File: src/hdl/go_to_goal_steering_defines.svh
// assertion macros for the go-to-goal steering block
`ifndef GO_TO_GOAL_STEERING_DEFINES_SVH
`define GO_TO_GOAL_STEERING_DEFINES_SVH
`ifndef SYNTHESIS
// checked only while out of reset
`define GTG_ASSERT(lbl, prop, msg) \
  lbl: assert property (@(posedge clk) disable iff (!rst_n) prop) else $error(msg);
// checked on every edge, reset included
`define GTG_ASSERT_RST(lbl, prop, msg) \
  lbl: assert property (@(posedge clk) prop) else $error(msg);
`else
`define GTG_ASSERT(lbl, prop, msg)
`define GTG_ASSERT_RST(lbl, prop, msg)
`endif
`endif

File: src/hdl/gtg_pkg.sv
// shared types, constants and the arctangent table of the go-to-goal steering block
package gtg_pkg;

  localparam int DW        = 18;  // goal offset width, signed
  localparam int GUARD     = 8;   // guard bits below the Q5.10 lsb
  localparam int XW        = 28;  // cordic x/y width, signed
  localparam int ZW        = 28;  // cordic angle width, signed, 2^-24 rad
  localparam int KW        = 30;  // gain compensation constant width
  localparam int PW        = XW - 1 + KW;  // speed product width
  localparam int SW        = 17;  // forward speed width
  localparam int TW        = 16;  // turn rate width
  localparam int ROUND_SHIFT = 30 + GUARD;
  localparam int ZSHIFT    = 11;  // 2^-24 rad to Q3.13
  localparam int EW        = 18;  // turn error width before wrap

  localparam int MAX_STEPS        = 24;
  localparam int CORDIC_STEPS_DEF = 16;

  localparam logic signed [ZW-1:0] PI_Z       = 28'sd52707179;
  localparam logic [KW-1:0]        INV_K_Q30  = 30'd652032874;
  localparam logic signed [EW-1:0] PI_Q13     = 18'sd25736;
  localparam logic signed [EW-1:0] TWO_PI_Q13 = 18'sd51472;
  localparam logic [SW-1:0]        SPEED_MAX  = 17'd131071;
  localparam logic signed [ZW-1:0] Z_ROUND    = 28'sd1024;

  // register indexes on the configuration port
  localparam int CFG_IDX_W = 8;
  localparam logic [CFG_IDX_W-1:0] REG_GOAL_X = 8'd0;
  localparam logic [CFG_IDX_W-1:0] REG_GOAL_Y = 8'd1;

  localparam logic signed [15:0] GOAL_X_RST = 16'sd10240;
  localparam logic signed [15:0] GOAL_Y_RST = 16'sd10240;

  // atan(2^-i) in units of 2^-24 rad
  localparam logic signed [ZW-1:0] ATAN_TAB [0:MAX_STEPS-1] = '{
    28'sd13176795, 28'sd7778716, 28'sd4110060, 28'sd2086331,
    28'sd1047214,  28'sd524117,  28'sd262123,  28'sd131069,
    28'sd65536,    28'sd32768,   28'sd16384,   28'sd8192,
    28'sd4096,     28'sd2048,    28'sd1024,    28'sd512,
    28'sd256,      28'sd128,     28'sd64,      28'sd32,
    28'sd16,       28'sd8,       28'sd4,       28'sd2
  };

  // one beat moving down the cell row
  typedef struct packed {
    logic                   zero;     // pose sits on the goal
    logic signed [XW-1:0]   x;
    logic signed [XW-1:0]   y;
    logic signed [ZW-1:0]   z;
    logic signed [TW-1:0]   heading;
  } cord_t;

endpackage

File: src/hdl/gtg_post.sv
// gain compensation, bearing rounding and heading wrap; the last stage is the output register
module gtg_post (
  input  logic                        clk,
  input  logic                        rst_n,
  input  logic                        in_valid,
  output logic                        in_ready,
  input  gtg_pkg::cord_t              in_data,
  output logic                        out_valid,
  input  logic                        out_ready,
  output logic [gtg_pkg::SW-1:0]      speed,
  output logic signed [gtg_pkg::TW-1:0] turn
);

  localparam int BW = gtg_pkg::ZW - gtg_pkg::ZSHIFT;
  localparam int QW = gtg_pkg::PW + 1 - gtg_pkg::ROUND_SHIFT;

  // stage 1: multiply and bearing
  logic                              v1_r;
  logic [gtg_pkg::PW-1:0]            prod_r;
  logic [gtg_pkg::PW-1:0]            prod_nxt;
  logic signed [gtg_pkg::TW-1:0]     bear_r;
  logic signed [gtg_pkg::TW-1:0]     bear_nxt;
  logic signed [gtg_pkg::TW-1:0]     head_r;
  logic signed [gtg_pkg::ZW-1:0]     zr;
  logic signed [BW-1:0]              braw;
  logic [gtg_pkg::XW-2:0]            xpos;

  // stage 2: output register
  logic                              v2_r;
  logic [gtg_pkg::SW-1:0]            speed_r;
  logic [gtg_pkg::SW-1:0]            speed_nxt;
  logic signed [gtg_pkg::TW-1:0]     turn_r;
  logic signed [gtg_pkg::TW-1:0]     turn_nxt;
  logic [gtg_pkg::PW:0]              rsum;
  logic [QW-1:0]                     q;
  logic signed [gtg_pkg::EW-1:0]     err;

  logic rdy1;
  logic rdy2;

  assign rdy2     = !v2_r || out_ready;
  assign rdy1     = !v1_r || rdy2;
  assign in_ready = rdy1;

  always_comb begin
    xpos = in_data.x[gtg_pkg::XW-1] ? '0 : in_data.x[gtg_pkg::XW-2:0];
    prod_nxt = gtg_pkg::PW'(xpos) * gtg_pkg::PW'(gtg_pkg::INV_K_Q30);
    zr   = in_data.z + gtg_pkg::Z_ROUND;
    braw = BW'(zr >>> gtg_pkg::ZSHIFT);
    if (braw > BW'(gtg_pkg::PI_Q13)) begin
      bear_nxt = gtg_pkg::TW'(gtg_pkg::PI_Q13);
    end else if (braw < -BW'(gtg_pkg::PI_Q13)) begin
      bear_nxt = -gtg_pkg::TW'(gtg_pkg::PI_Q13);
    end else begin
      bear_nxt = gtg_pkg::TW'(braw);
    end
    if (in_data.zero) begin
      prod_nxt = '0;
      bear_nxt = '0;
    end
  end

  always_comb begin
    rsum = {1'b0, prod_r} + ((gtg_pkg::PW + 1)'(1) << (gtg_pkg::ROUND_SHIFT - 1));
    q    = rsum[gtg_pkg::PW:gtg_pkg::ROUND_SHIFT];
    if (q > QW'(gtg_pkg::SPEED_MAX)) begin
      speed_nxt = gtg_pkg::SPEED_MAX;
    end else begin
      speed_nxt = q[gtg_pkg::SW-1:0];
    end
    err = gtg_pkg::EW'(bear_r) - gtg_pkg::EW'(head_r);
    if (err > gtg_pkg::PI_Q13) begin
      err = err - gtg_pkg::TWO_PI_Q13;
    end else if (err < -gtg_pkg::PI_Q13) begin
      err = err + gtg_pkg::TWO_PI_Q13;
    end
    turn_nxt = err[gtg_pkg::TW-1:0];
  end

  always_ff @(posedge clk) begin
    if (!rst_n) begin
      v1_r <= 1'b0;
      v2_r <= 1'b0;
    end else begin
      if (rdy1) begin
        v1_r <= in_valid;
      end
      if (rdy2) begin
        v2_r <= v1_r;
      end
    end
  end

  always_ff @(posedge clk) begin
    if (rdy1 && in_valid) begin
      prod_r <= prod_nxt;
      bear_r <= bear_nxt;
      head_r <= in_data.heading;
    end
    if (rdy2 && v1_r) begin
      speed_r <= speed_nxt;
      turn_r  <= turn_nxt;
    end
  end

  assign out_valid = v2_r;
  assign speed     = speed_r;
  assign turn      = turn_r;

endmodule

File: config.mk
export PLATFORM = sky130hd
export DESIGN_NAME = gtg_post
export DESIGN_NICKNAME = d
export VERILOG_FILES = /design/src/hdl/go_to_goal_steering_defines.svh /design/src/hdl/gtg_pkg.sv /design/src/hdl/gtg_post.sv
export SDC_FILE = /design/constraint.sdc
export NUM_CORES = 1
export LEC_CHECK = 0
export ABC_AREA = 1
export BUFFER_PORTS_ARGS = -buffer_cell sky130_fd_sc_hd__clkbuf_2
export CORE_MARGIN = 3
export CORE_UTILIZATION = 40
export DETAILED_ROUTE_END_ITERATION = 8
export GPL_ROUTABILITY_DRIVEN = 0
export HOLD_SLACK_MARGIN = 0.03
export PLACE_DENSITY_LB_ADDON = 0.08
export REMOVE_ABC_BUFFERS = 1
export SYNTH_ARGS = -nofsm -noshare
export SYNTH_HDL_FRONTEND = slang
export SYNTH_SLANG_ARGS = --single-unit
File: constraint.sdc
create_clock -name clk -period 8.14 [get_ports clk]
set_input_delay 1.221 -clock clk [delete_from_list [all_inputs] [get_ports clk]]
set_output_delay 1.221 -clock clk [all_outputs]
set_load 0.1 [all_outputs]
==> flow_summary.toml <==
[run_status]
status = "completed"

[finish]
area_growth_pct = 9.85
nets = 3409
drive_gt1_frac = 0.0925

[timing]
slew-limit-headroom = 0.246
setup_viol = 0
min_period_ns = 7.61
hold_viol = 0
rsz0062_at_grt = "no"
skew_ns = 0.0165
drv_slew = 0
max_freq_mhz = 131
worst_slew_pin_slew_ns = 1.13
fin_crit_sh = 0.935
setup_tns_ns = 0

[clock_tree]
cts_tree = "yes"
clock_tree.buffer_depth = 2
path_clk_slew_ns = 0.08
post_cts_buffers = 0
holdBufCountCts = 0
cts.sinks = 87
cts_made_buffers = 9
htree_num_levels = 3
cts-root-buf = "clkbuf_16"
cts_resized = 0
clk_latency_ns = 0.35

[floorplan]
core_area_um2 = 50700
row_count = 82
die-area_um2 = 54700
fp.dieH_um = 234
start_util = 0.410
ios = 140
die_w_um = 234

[logic_synthesis]
syn_area_per_cell_um2 = 8.19
synth_top_family_by_area = "adder cells"
yosysTopAreaCellShare = 0.320
synth_area_leaders = "fa_1 32%, ha_1 17%, inv_1 13%, edfxtp_1 12%, nand2_1 7.8%"
synth_compound_area_frac = 0.0561
synthSimpleGateAreaFrac = 0.176
seq_area_frac_synth = 0.125
synth-edff-count = 85
synth.largest_area_cell = "fa_1"
yosysWarnings = 0
synthCells = 2537
synthArstFlopShare = 0
synthXorXnorAreaFrac = 0.0184
yosys.cell_types.count = 49
synth.area.mux_share = 0
synth_fa_ha_area_frac = 0.486
ys_ff_latch = 87
syn_area_um2 = 20800
synth.most_common_cell = "inv_1"
netlist_top_cells_count = "741 x inv_1, 431 x nand2_1, 332 x fa_1, 275 x ha_1, 175 x nor2_1"
synth_flop_cell = "edfxtp_1"

[route]
ant_nets = 0
wl_per_cell_um = 17.8
routed_wl_um = 60000
dr.pass1.iters = 6
avgViaCountPerCell = 4.86
vias = 16399
drc = 0
drtIter0Drc = 865

[global_route]
grt_max_degree = 53
grt_antenna_before_repair = 1
grt_pass1_wl_um = 96600
globalRouteOverflowTotal = 0
grt_pass1_vias = 17607
track_usage = 0.231

[critical_path]
reg2reg_from = "bear_r[0]"
crit_required_ns = 8.24
startpoint_type = "input pin"
arrival_ns = 7.71
crit_start = "in_data[99]"
path_class = "in -> reg"
end_kind = "flip-flop"
crit_path_max_fanout = 17
critPathMaxStageDelay_ns = 0.59
slowest_stage = "fa_1"

[job]
drv_cap = 0

[hold_path]
hold_path.class = "reg -> reg"
holdCritStartpoint = "out_valid"

[placement]
dp_hpwl_um = 54300
port_buffers = 101
[cell families (layout without fill, tap and decap cells)]
family / after synthesis / after routing
AOI/OAI and AO/OA: 208 / 208
xor gates and xnor gates: 42 / 42
adders and majority gates: 607 / 607
buffers and inverters: 760 / 925
DFF: 87 / 87
other: 0 / 2
and+or+nand+nor: 833 / 833
[per-stage QoR]
stage	setup WS [ns]	utilization	hold WS (ns)	area, um2	std cells
after CTS	0.559	0.450	0.534	22800	3374
after global placement	0.198	0.444	0.503	22500	3358
after global routing	0.191	0.450	0.563	22800	3375
after floorplan	0.966	-	0.447	20700	2525
final	0.530	0.450	0.531	22800	3376
after detailed placement	0.212	0.444	0.521	22500	3358
[cell usage in the layout, fill, tap and decap left out, types with 3 or more instances in the layout]
cell type,count
inv_1,740
nand2_1,431
fa_1,332
ha_1,275
nor2_1,175
nand3_1,110
clkbuf_2,101
a21oi_1,99
edfxtp_1,85
o21ai_0,60
buf_4,58
nand4_1,33
xor2_1,27
nand2_2,26
nor3_1,15
xnor2_1,13
a31oi_1,13
o21bai_1,11
or2_2,9
clkbuf_16,9
nor2_2,7
inv_2,6
nor4_1,5
and2_1,4
nand2_4,4
nor2_4,4
a21o_1,4
nand3_2,3
o31ai_1,3
a21boi_0,3
inv_8,3
[sequential cells by signal (all words and copies together), names as in the netlist]
signal,flops
bear_r,16
head_r,16
out_valid,1
prod_r,20
speed,17
turn,16
v1_r,1
[layer usage]
metal / up-vias / track usage / wire length, um
met2: 353 / 0.433 / 31300
met3: 50 / 0.0137 / 1950
met5: - / 0 / 0
li1: 8021 / - / -
met1: 7975 / 0.291 / 25500
met4: 0 / 0.0518 / 1340
[path summary, 6_finish.rpt]
check | cells past startpoint | endpoint | slack, ns
worst max-delay path | 28 | prod_r[54] | 0.53
worst min-delay path | 2 | out_valid | 0.53
worst max register to register | 19 | turn[13] | 4.67
worst min register to register | 2 | out_valid | 0.53
[layout make-up]
type | count | area (um2)
diodes | 2 | 5.00
clock buffers | 9 | 225
clock inverters | 7 | 73.8
fillers | 5169 | 27900
inverters | 748 | 2810
multi-input cells | 1690 | 15300
flip-flops and latches | 87 | 2590
well taps | 672 | 841
repair buffers | 161 | 981
[critical path, delay by kind of cell]
kind,cells,cell delay (ns)
adder cells (fa/ha/maj),8,3.87
buffers and inverters,10,1.11
AO/OA/AOI/OAI,4,0.89
AND/OR/NAND/NOR,6,0.61
Power is left out: the tool's default activity adds up to more than one toggle a clock period on the data nets, which glitch-free logic cannot reach.
