`src/hdl/go_to_goal_steering_defines.svh`:
```
// assertion macros for the go-to-goal steering block
`ifndef GO_TO_GOAL_STEERING_DEFINES_SVH
`define GO_TO_GOAL_STEERING_DEFINES_SVH
`ifndef SYNTHESIS
// checked only while out of reset
`define GTG_ASSERT(lbl, prop, msg) \
  lbl: assert property (@(posedge clk) disable iff (!rst_n) prop) else $error(msg);
// checked on every edge, reset included
`define GTG_ASSERT_RST(lbl, prop, msg) \
  lbl: assert property (@(posedge clk) prop) else $error(msg);
`else
`define GTG_ASSERT(lbl, prop, msg)
`define GTG_ASSERT_RST(lbl, prop, msg)
`endif
`endif

```
`src/hdl/gtg_pkg.sv`:
```
// shared types, constants and the arctangent table of the go-to-goal steering block
package gtg_pkg;

  localparam int DW        = 18;  // goal offset width, signed
  localparam int GUARD     = 8;   // guard bits below the Q5.10 lsb
  localparam int XW        = 28;  // cordic x/y width, signed
  localparam int ZW        = 28;  // cordic angle width, signed, 2^-24 rad
  localparam int KW        = 30;  // gain compensation constant width
  localparam int PW        = XW - 1 + KW;  // speed product width
  localparam int SW        = 17;  // forward speed width
  localparam int TW        = 16;  // turn rate width
  localparam int ROUND_SHIFT = 30 + GUARD;
  localparam int ZSHIFT    = 11;  // 2^-24 rad to Q3.13
  localparam int EW        = 18;  // turn error width before wrap

  localparam int MAX_STEPS        = 24;
  localparam int CORDIC_STEPS_DEF = 16;

  localparam logic signed [ZW-1:0] PI_Z       = 28'sd52707179;
  localparam logic [KW-1:0]        INV_K_Q30  = 30'd652032874;
  localparam logic signed [EW-1:0] PI_Q13     = 18'sd25736;
  localparam logic signed [EW-1:0] TWO_PI_Q13 = 18'sd51472;
  localparam logic [SW-1:0]        SPEED_MAX  = 17'd131071;
  localparam logic signed [ZW-1:0] Z_ROUND    = 28'sd1024;

  // register indexes on the configuration port
  localparam int CFG_IDX_W = 8;
  localparam logic [CFG_IDX_W-1:0] REG_GOAL_X = 8'd0;
  localparam logic [CFG_IDX_W-1:0] REG_GOAL_Y = 8'd1;

  localparam logic signed [15:0] GOAL_X_RST = 16'sd10240;
  localparam logic signed [15:0] GOAL_Y_RST = 16'sd10240;

  // atan(2^-i) in units of 2^-24 rad
  localparam logic signed [ZW-1:0] ATAN_TAB [0:MAX_STEPS-1] = '{
    28'sd13176795, 28'sd7778716, 28'sd4110060, 28'sd2086331,
    28'sd1047214,  28'sd524117,  28'sd262123,  28'sd131069,
    28'sd65536,    28'sd32768,   28'sd16384,   28'sd8192,
    28'sd4096,     28'sd2048,    28'sd1024,    28'sd512,
    28'sd256,      28'sd128,     28'sd64,      28'sd32,
    28'sd16,       28'sd8,       28'sd4,       28'sd2
  };

  // one beat moving down the cell row
  typedef struct packed {
    logic                   zero;     // pose sits on the goal
    logic signed [XW-1:0]   x;
    logic signed [XW-1:0]   y;
    logic signed [ZW-1:0]   z;
    logic signed [TW-1:0]   heading;
  } cord_t;

endpackage

```
`src/hdl/gtg_cordic_cell.sv`:
```
// one vectoring iteration of the cordic row, with its own pipeline register
module gtg_cordic_cell #(
  parameter int SHIFT = 0
) (
  input  logic          clk,
  input  logic          rst_n,
  input  logic          in_valid,
  output logic          in_ready,
  input  gtg_pkg::cord_t in_data,
  output logic          out_valid,
  input  logic          out_ready,
  output gtg_pkg::cord_t out_data
);

  logic           valid_r;
  gtg_pkg::cord_t data_r;
  gtg_pkg::cord_t data_nxt;
  logic signed [gtg_pkg::XW-1:0] xs;
  logic signed [gtg_pkg::XW-1:0] ys;

  assign xs = in_data.x >>> SHIFT;
  assign ys = in_data.y >>> SHIFT;

  always_comb begin
    data_nxt = in_data;
    if (in_data.y[gtg_pkg::XW-1]) begin
      data_nxt.x = in_data.x - ys;
      data_nxt.y = in_data.y + xs;
      data_nxt.z = in_data.z - gtg_pkg::ATAN_TAB[SHIFT];
    end else begin
      data_nxt.x = in_data.x + ys;
      data_nxt.y = in_data.y - xs;
      data_nxt.z = in_data.z + gtg_pkg::ATAN_TAB[SHIFT];
    end
  end

  assign in_ready  = !valid_r || out_ready;
  assign out_valid = valid_r;
  assign out_data  = data_r;

  always_ff @(posedge clk) begin
    if (!rst_n) begin
      valid_r <= 1'b0;
    end else if (in_ready) begin
      valid_r <= in_valid;
    end
  end

  always_ff @(posedge clk) begin
    if (in_ready && in_valid) begin
      data_r <= data_nxt;
    end
  end

endmodule

```
`config.mk`:
```
export PLATFORM = sky130hd
export DESIGN_NAME = gtg_cordic_cell
export DESIGN_NICKNAME = d
export VERILOG_FILES = /design/src/hdl/go_to_goal_steering_defines.svh /design/src/hdl/gtg_pkg.sv /design/src/hdl/gtg_cordic_cell.sv
export SDC_FILE = /design/constraint.sdc
export NUM_CORES = 1
export LEC_CHECK = 0
export ABC_CLOCK_PERIOD_IN_PS = 3200
export BUFFER_PORTS_ARGS = -buffer_cell sky130_fd_sc_hd__buf_4
export CAP_MARGIN = 10
export CELL_PAD_IN_SITES_DETAIL_PLACEMENT = 1
export CELL_PAD_IN_SITES_GLOBAL_PLACEMENT = 1
export CORE_ASPECT_RATIO = 1.4
export CORE_MARGIN = 8
export CORE_UTILIZATION = 38
export CTS_CLUSTER_SIZE = 40
export DETAILED_ROUTE_END_ITERATION = 12
export GPL_TIMING_DRIVEN = 1
export PLACE_DENSITY = 0.89
export SETUP_SLACK_MARGIN = 0.3
export SLEW_MARGIN = 5
export SYNTH_ARGS = -nofsm -noshare
export SYNTH_HDL_FRONTEND = slang
export SYNTH_SLANG_ARGS = --single-unit
```
`constraint.sdc`:
```
create_clock -name clk -period 3.2 [get_ports clk]
set_input_delay 0.16 -clock clk [delete_from_list [all_inputs] [get_ports clk]]
set_output_delay 0.16 -clock clk [all_outputs]
set_load 0.005 [all_outputs]
```
==> results of run 1 <==
==> power by group <==
group	switching [mW]	total, mW	internal [mW]	leakage [nW]
clock	0.478	0.997	0.519	0.127
combinational	1.02	1.84	0.817	4.08
sequential	0.0515	1.74	1.69	0.976
total	1.55	4.58	3.03	5.19
==> worst max path at each step <==
stage / to / slack [ps] / cells after the start
floorplan: out_data[43] / 220 / 12
global placement: out_data[91] / 240 / 11
detailed placement: out_data[91] / 70 / 11
CTS: out_data[91] / 440 / 11
global route: out_data[43] / 350 / 11
finish: out_data[43] / 400 / 11
==> sequential cells by signal, summed over array words and instances (netlist names) <==
| register | cells |
|---|---|
| out_data | 100 |
| out_valid | 1 |
==> cell usage in the layout, fill, tap and decap left out, drive strengths merged, types with 6 or more instances in the layout <==
cell type	instances
buf	234
ha	116
edfxtp	100
a21oi	94
inv	89
nor2	74
xnor2	62
o21ai	57
nand2	52
a21o	37
mux2i	19
nand3	19
nor2b	17
dlygate4sd3	17
o21bai	16
nor3	15
xor2	15
a31oi	14
a211oi	12
o211ai	12
o21a	12
nand2b	10
clkbuf	10
and2	9
and3	9
nand4	7
nor4	7
a21boi	6
clkinv	6
o31ai	6
==> metal layers <==
layer / part of all wire [%] / wire, µm / vias up
met4: 4.1 / 1360 / 0
met1: 36 / 11900 / 4196
met2: 54 / 17700 / 321
met3: 5.8 / 1890 / 73
li1: - / - / 4053
met5: 0 / 0 / -
==> stage by stage <==
stage / power [mW] / instances / worst slack (ps) / util [%]
after floorplan: 2.78 / 1003 / 221 / -
after global placement: 3.50 / 1504 / 236 / 46.8
after detailed placement: 3.58 / 1504 / 66.2 / 46.8
after CTS: 4.59 / 1537 / 442 / 48.6
after global routing: 4.80 / 1538 / 353 / 48.6
final: 4.58 / 1538 / 402 / 48.6
==> logic make-up after synthesis <==
kind of cell / Yosys count / share of synthesized area (%)
flip-flops: 101 / 32.7
buffers and inverters: 132 / 5.98
multiplexers: 20 / 2.18
adder cells (fa/ha/maj): 120 / 16.6
XOR/XNOR: 77 / 7.31
AO/OA/AOI/OAI: 314 / 22.5
AND/OR/NAND/NOR: 239 / 12.7
==> repair_timing <==
item,in CTS,in global routing
endpoints found under the setup margin,0,0
resized for setup,0,0
hold buffers,17,0
setup buffers,0,0
endpoints found under the hold margin,17,0
==> worst max-delay path, cell delays in order <==
cell	delay [ps]
buf_4	120
inv_2	260
ha_1	380
a21oi_1	200
o22ai_1	160
o41ai_2	410
o311ai_1	230
a31o_2	330
a221o_1	340
a21oi_1	190
xnor2_1	110
==> layout make-up <==
type	instances	share of cell area, %
multi-input cells	770	48.8
well taps	310	3.34
inverters	89	2.88
flip-flops and latches	101	26.1
clock inverters	6	0.248
diodes	1	0.0216
clock buffers	10	1.97
repair buffers	251	16.7
==> metrics, run 1 <==
reg2reg path depth 3; Least-Margin Pin Slew 701 ps; GR met3 Demand/Resource 3.61%; grt ovf 0; Post-Syn Nets 1,228; DRT iter0 DRCs 434; VDD IR max 266 µV; hold depth 3; met1 usage 22.2%; ys flop type edfxtp_1; Area Overhead vs Synth 25.7%; Setup crit end kind flop; # IOs 208; Worst Hold Class input port to flop; Hold WS 71.6 ps; Endpoint, Worst Hold out_valid; largest net degree at the start of global routing 55; Worst EP arrival 2890 ps; Core Area 0.0239 mm²; Yosys reg bits 101; CTS tree built; Initial Utilization 38.6%; final antenna-violating net count 0; Post-synth EDFFs 100; vias per cell 5.62; Final period util 87.5%; Critical R2R Capture out_data[46]; Die Y 200 µm; fillers 2,727; Total Routing Usage GR 21.6%; Synth cell types 79; Num CTS Buffers 9; 1st-pass router iterations 5; # setup viols final 0; top-count cell post-synth ha_1; met2 Use GR 41.2%; CTS H-tree depth 3; Final min period 2800 ps; LEAKAGE 5.19 nW; storage element area 0.00302 mm²; Worst R2R Start out_valid; WL per Instance 21.3 µm; fmax 357 MHz; clock skew 6.01 ps; Synth async-reset ratio 0%; Worst EP required 3300 ps; Clk Tree Root Cell clkbuf_16; dominant cell type by area after synthesis edfxtp_1; Layout Nets 1,447; Setup TNS Final 0 ps; initial antenna violation count 1; Mapped Area 0.00923 mm²; Port Buf Inserts 207; launch point of the worst hold path in_valid; outcome complete, no violations; Slew headroom 52.7%; Synthesis Warnings 0; sequential-to-total area share from yosys stat 32.7%; via count 8,643; DRC violations left 0; unrepaired setup endpoints after global routing false; GPL Wtd Cong 0.973; CTS sink cnt 101; Final Slew Violations 0; critical path type input port to flop; global route hottest layer met2; Max clock buf depth 2; Mean Syn Cell Area 9.20 µm²; post-layout instance area 0.0116 mm²; dpl cell area 0.0112 mm²; chip width 148 µm; layout cell share with drive strength beyond 1 22.3%; Post-DP HPWL 26,700 µm; Skew-Pair Late Insertion Delay 350 ps; Max Fanout on Critical Path 13; CTS clock-pin slew for the worst setup and hold paths 70 ps; Final Hold Vio Count 0; most frequent cells after synthesis ha_1, edfxtp_1, a21oi_1, inv_1, nor2_1; Cells after Synth 1,003; post-synth top area share 32.5%; area of the multi-input gates 0.00566 mm²; register-to-register setup slack 1400 ps; Worst Setup SP in_data[71]; Rows 67; CP Launch Type input port; DRT Wirelength 32,800 µm; # Max-Cap Violations 0; first-pass GRT wire length 50,800 µm; vias in the first global route 9,295; die area 0.0296 mm²; Cell Pwr Density 395 mW/mm²; dominant cells by area after synthesis edfxtp_1, ha_1, xnor2_1
(Power assumes the default switching activity.)
==> inputs of run 2 (changes only) <==
--- a/config.mk
+++ b/config.mk
@@ -11,7 +11,6 @@
 export CELL_PAD_IN_SITES_DETAIL_PLACEMENT = 1
 export CELL_PAD_IN_SITES_GLOBAL_PLACEMENT = 1
 export CORE_ASPECT_RATIO = 1.4
-export CORE_MARGIN = 8
 export CORE_UTILIZATION = 38
 export CTS_CLUSTER_SIZE = 40
 export DETAILED_ROUTE_END_ITERATION = 12
==> run 2 against run 1 <==
- non-clock buffer count is 5 higher
- die area shrank 16%
- clock skew up 5.9 ps
- final cell count rose by 0.26%
- wire length is 7.4% lower
- final area rose by 0.73%
- register-to-register slack gained 40 ps
- combinational power about the same
- setup slack better by 52 ps
- sequential power about the same
- sequential share of layout area down 0.19 points
- global-route usage increased by 3.1 points
- largest cell class unchanged
==> metrics, run 2 (synthesis results as in run 1) <==
Max clock buf depth 2 (unchanged); n_diodes 0 (-1); CTS tree built; # Max-Cap Violations 0 (unchanged); Final Slew Violations 0 (unchanged); Num CTS Buffers 9 (unchanged); fmax 364 MHz (+1.9%); Final period util 85.8% (-1.6 points); clock skew 11.9 ps (+5.92 ps); Final min period 2750 ps (-51.7 ps); LEAKAGE 5.23 nW (+0.93%); register-to-register setup slack 1440 ps (+40 ps); max FFs per register 100 (unchanged); DRT Wirelength 30,400 µm (-7.4%); Worst EP required 3310 ps (about the same); postcts setup bufs 0 (unchanged); Endpoint, Worst Hold out_valid; Setup TNS Final 0 ps (unchanged); Rows 67 (unchanged); Clk Tree Root Cell clkbuf_16; Skew-Pair Late Insertion Delay 360 ps (about the same); # IOs 208 (unchanged); GPL Wtd Cong 0.967 (-0.65%); reg2reg path depth 3 (unchanged); CTS sink cnt 101 (unchanged); area of the multi-input gates 0.00566 mm² (unchanged); Post-DP HPWL 24,900 µm (-6.9%); Worst Hold Class input port to flop; Port Buf Inserts 207 (unchanged); Util after Layout 48.9% (+0.36 points); vias in the first global route 9,152 (-1.5%); Least-Margin Pin Slew 644 ps (-56.7 ps); pre-CTS WS 81.7 ps (+15.5 ps); CTS H-tree depth 3 (unchanged); WL per Instance 19.7 µm (-7.6%); die area 0.0249 mm² (-16%); vias per cell 5.54 (-1.4%); CTS clock-pin slew for the worst setup and hold paths 70 ps (about the same); Worst R2R Start out_valid; final antenna-violating net count 0 (unchanged); VDD IR max 223 µV (-16%); Area Overhead vs Synth 26.6%; unrepaired setup endpoints after global routing false; launch point of the worst hold path rst_n; 1st-pass router iterations 5 (unchanged); # setup viols final 0 (unchanged); final worst slack 453 ps (+51.7 ps); commonest non-fill, non-tap cell in the layout buf_4; Cell Pwr Density 403 mW/mm² (+2.0%); chip width 134 µm (-9.5%); outcome complete, no violations; Core Area 0.0239 mm² (unchanged); Worst EP arrival 2860 ps (-30 ps); most frequent cells in the layout buf_4, ha_1, edfxtp_1, a21oi_1, inv_1; DRC violations left 0 (unchanged); storage element area 0.00302 mm² (unchanged); Initial Utilization 38.6% (unchanged); initial antenna violation count 0 (-1); via count 8,544 (-1.1%); Resized Gates After CTS 0 (unchanged); largest net degree at the start of global routing 58 (+5.5%); layout cell share with drive strength beyond 1 23.1% (+0.72 points); Slew headroom 56.5% (+3.8 points); Max Fanout on Critical Path 39 (+26); first-pass GRT wire length 48,300 µm (-4.8%); Total Routing Usage GR 24.7% (+3.1 points); Final Hold Vio Count 0 (unchanged); grt ovf 0 (unchanged); Setup crit end kind flop; DRT iter0 DRCs 490 (+13%); hold depth 2 (-1); Die Y 186 µm (-7.0%); critical path type input port to flop; Layout Nets 1,452 (+0.35%); fillers 2,780 (+1.9%); CP Launch Type input port; Critical R2R Capture out_data[74]
==> run 2: what timing repair did <==
action,4_1_cts,5_1_grt
hold buffers,17,0
endpoints found under the hold margin,17,0
endpoints found under the setup margin,0,0
==> run 2: area by class of cell <==
cell class	count	share of cell area [%]
Inverter	89	2.86
Sequential cell	101	25.9
Multi-Input combinational cell	770	48.4
Clock inverter	7	0.706
Tap cell	310	3.32
Timing Repair Buffer	256	16.9
Clock buffer	9	1.93
==> run 2: worst max-delay path by stage <==
stage / start / to / slack (ps) / cells after the start
after floorplan: in_data[71] / out_data[43] / 220 / 12
after global placement: in_data[44] / out_data[98] / 200 / 11
after detailed placement: in_data[71] / out_data[43] / 80 / 11
after CTS: in_data[71] / out_data[43] / 460 / 11
after global routing: in_data[44] / out_data[98] / 320 / 11
final: in_data[71] / out_data[43] / 450 / 11
==> run 2: where the power goes <==
group	total, mW	switching [mW]	internal [mW]
registers	1.74	0.0504	1.69
logic	1.83	1.00	0.823
clock network	1.14	0.522	0.619
total	4.71	1.58	3.13
==> run 2: layer usage <==
metal / routed length (µm) / GRT usage, % / part of all wire (%)
met1: 11400 / 26.9 / 38
met4: 1330 / 12.3 / 4.4
met3: 1330 / 2.88 / 4.4
met2: 16300 / 46.2 / 54
met5: 0 / 0 / 0
==> run 2: per-stage QoR <==
stage | cell area, µm² | std cells | total power [mW] | hold slack (ps)
3_3_place_gp | 11200 | 1509 | 3.49 | 338
5_1_grt | 11700 | 1542 | 4.93 | 89.8
6_report | 11700 | 1542 | 4.71 | 96.6
3_5_place_dp | 11200 | 1509 | 3.56 | 340
4_1_cts | 11700 | 1542 | 4.72 | 56.8
2_1_floorplan | 9230 | 1003 | 2.78 | 259
==> run 2: worst max-delay path, cell delays in order <==
cell	delay (ps)
buf_4	140
inv_2	190
buf_4	490
ha_1	410
a21o_1	240
a31oi_1	240
o211ai_1	120
a31o_2	260
a221o_1	330
a21oi_1	170
xnor2_1	90
==> inputs of run 3 (changes only) <==
--- a/config.mk
+++ b/config.mk
@@ -16,6 +16,7 @@
 export DETAILED_ROUTE_END_ITERATION = 12
 export GPL_TIMING_DRIVEN = 1
 export PLACE_DENSITY = 0.89
+export RECOVER_POWER = 25
 export SETUP_SLACK_MARGIN = 0.3
 export SLEW_MARGIN = 5
 export SYNTH_ARGS = -nofsm -noshare
==> run 3 against run 2 <==
- critical path type unchanged
- core utilization decreased by 0.33 points
- critical endpoint unchanged
- via count increased by 0.27%
- combinational power about the same
- flip-flop and latch count unchanged
==> metrics, run 3 (synthesis results as in run 1) <==
Hold WS 96.7 ps (+0.0512 ps); Num CTS Buffers 9 (unchanged); unrepaired setup endpoints after global routing false; Least-Margin Pin Slew 656 ps (+11.7 ps); GPL Wtd Cong 0.967 (unchanged); fmax 345 MHz (-5.2%); Worst Hold Class input port to flop; layout cell share with drive strength beyond 1 21.3% (-1.8 points); area of the multi-input gates 0.00566 mm² (unchanged); initial antenna violation count 0 (unchanged); die area 0.0249 mm² (unchanged); Util after Layout 48.6% (-0.33 points); final worst slack 302 ps (-152 ps); DRT Wirelength 30,400 µm (about the same); vias in the first global route 9,152 (unchanged); Final Slew Violations 0 (unchanged); chip width 134 µm (unchanged); # Max-Cap Violations 0 (unchanged); Worst EP required 3310 ps (about the same); met2 Use GR 46.2% (unchanged); CP Launch Type input port; pre-CTS WS 81.7 ps (unchanged); via count 8,567 (+0.27%); Die Y 186 µm (unchanged); Area Overhead vs Synth 25.8%; Total Routing Usage GR 24.7% (unchanged); # setup viols final 0 (unchanged); grt ovf 0 (unchanged); largest net degree at the start of global routing 58 (unchanged); CTS sink cnt 101 (unchanged); Setup TNS Final 0 ps (unchanged); n_diodes 0 (unchanged); # IOs 208 (unchanged); outcome complete, no violations; Worst EP arrival 3010 ps (+150 ps); max FFs per register 100 (unchanged); fillers 2,798 (+0.65%); Layout Nets 1,452 (unchanged); Rows 67 (unchanged); CTS clock-pin slew for the worst setup and hold paths 70 ps (about the same); critical path type input port to flop; Slew headroom 55.7% (-0.79 points); Initial Utilization 38.6% (unchanged); final antenna-violating net count 0 (unchanged); clock skew 15.6 ps (+3.69 ps); CTS tree built; Final period util 90.6% (+4.7 points); GR met3 Demand/Resource 2.88% (unchanged); Max clock buf depth 2 (unchanged); Port Buf Inserts 207 (unchanged); DRT iter0 DRCs 461 (-5.9%); Final Hold Vio Count 0 (unchanged); Setup crit end kind flop; LEAKAGE 5.15 nW (-1.6%); Core Area 0.0239 mm² (unchanged); post-layout instance area 0.0116 mm² (-0.67%); Post-DP HPWL 24,900 µm (unchanged); Clk Tree Root Cell clkbuf_16; met1 usage 26.9% (unchanged); CTS H-tree depth 3 (unchanged); Skew-Pair Late Insertion Delay 370 ps (about the same); global route hottest layer met2; VDD IR max 222 µV (-0.68%); WL per Instance 19.7 µm (about the same); Final min period 2900 ps (+152 ps); storage element area 0.00302 mm² (unchanged); 1st-pass router iterations 5 (unchanged); first-pass GRT wire length 48,300 µm (unchanged); DRC violations left 0 (unchanged); dpl cell area 0.0112 mm² (unchanged); Cell Pwr Density 403 mW/mm² (about the same); vias per cell 5.56 (+0.27%); commonest non-fill, non-tap cell in the layout buf_4; Max Fanout on Critical Path 39 (unchanged); most frequent cells in the layout buf_4, ha_1, edfxtp_1, a21oi_1, inv_1; postcts setup bufs 0 (unchanged)
==> run 3: changes by cell type in the layout (fill, tap and decap cells not counted), sizes merged <==
| cell | delta |
|---|---|
| buf | -71 |
| clkbuf | +71 |
==> run 3: what timing repair did <==
| action | CTS | global route |
|---|---|---|
| hold buffers | 17 | 0 |
| endpoints found under the hold margin | 17 | 0 |
| resized for setup | 0 | 0 |
==> run 3: layer usage <==
metal | part of all wire, % | vias up
met4 | 4.5 | 0
met2 | 54 | 266
met3 | 3.9 | 76
met5 | 0 | -
met1 | 38 | 4176
li1 | - | 4049
==> run 3: metrics by stage <==
stage               std cells  power, mW
finish                   1542       4.68
floorplan                1003       2.78
global placement         1509       3.49
detailed placement       1509       3.56
CTS                      1542       4.72
global route             1542       4.90
==> run 3: cell type report <==
| class | instances | share of cell area (%) |
|---|---|---|
| Sequential cell | 101 | 26.0 |
| Timing Repair Buffer | 256 | 16.3 |
| Clock buffer | 9 | 1.94 |
| Tap cell | 310 | 3.34 |
| Clock inverter | 7 | 0.711 |
| Inverter | 89 | 2.88 |
| Multi-Input combinational cell | 770 | 48.7 |
==> run 3: final timing paths <==
path | start | to | slack (ps) | cells after the start
setup / recovery | in_data[71] | out_data[43] | 300 | 11
hold / removal | rst_n | out_valid | 100 | 2
hold reg to reg | out_valid | out_valid | 610 | 2
setup reg to reg | out_valid | out_data[74] | 1440 | 3
==> run 3: critical path, stage by stage <==
cell and delay (ps):
buf_4 140, inv_1 310, buf_4 520, ha_1 410
a21o_1 240, a31oi_1 230, o211ai_1 120, a31o_2 260
a221o_1 330, a21oi_1 170, xnor2_1 90
==> run 3: where the power goes <==
part | switching [mW] | internal, mW
clock network | 0.524 | 0.619
logic | 1.00 | 0.793
registers | 0.0488 | 1.69
total | 1.58 | 3.10
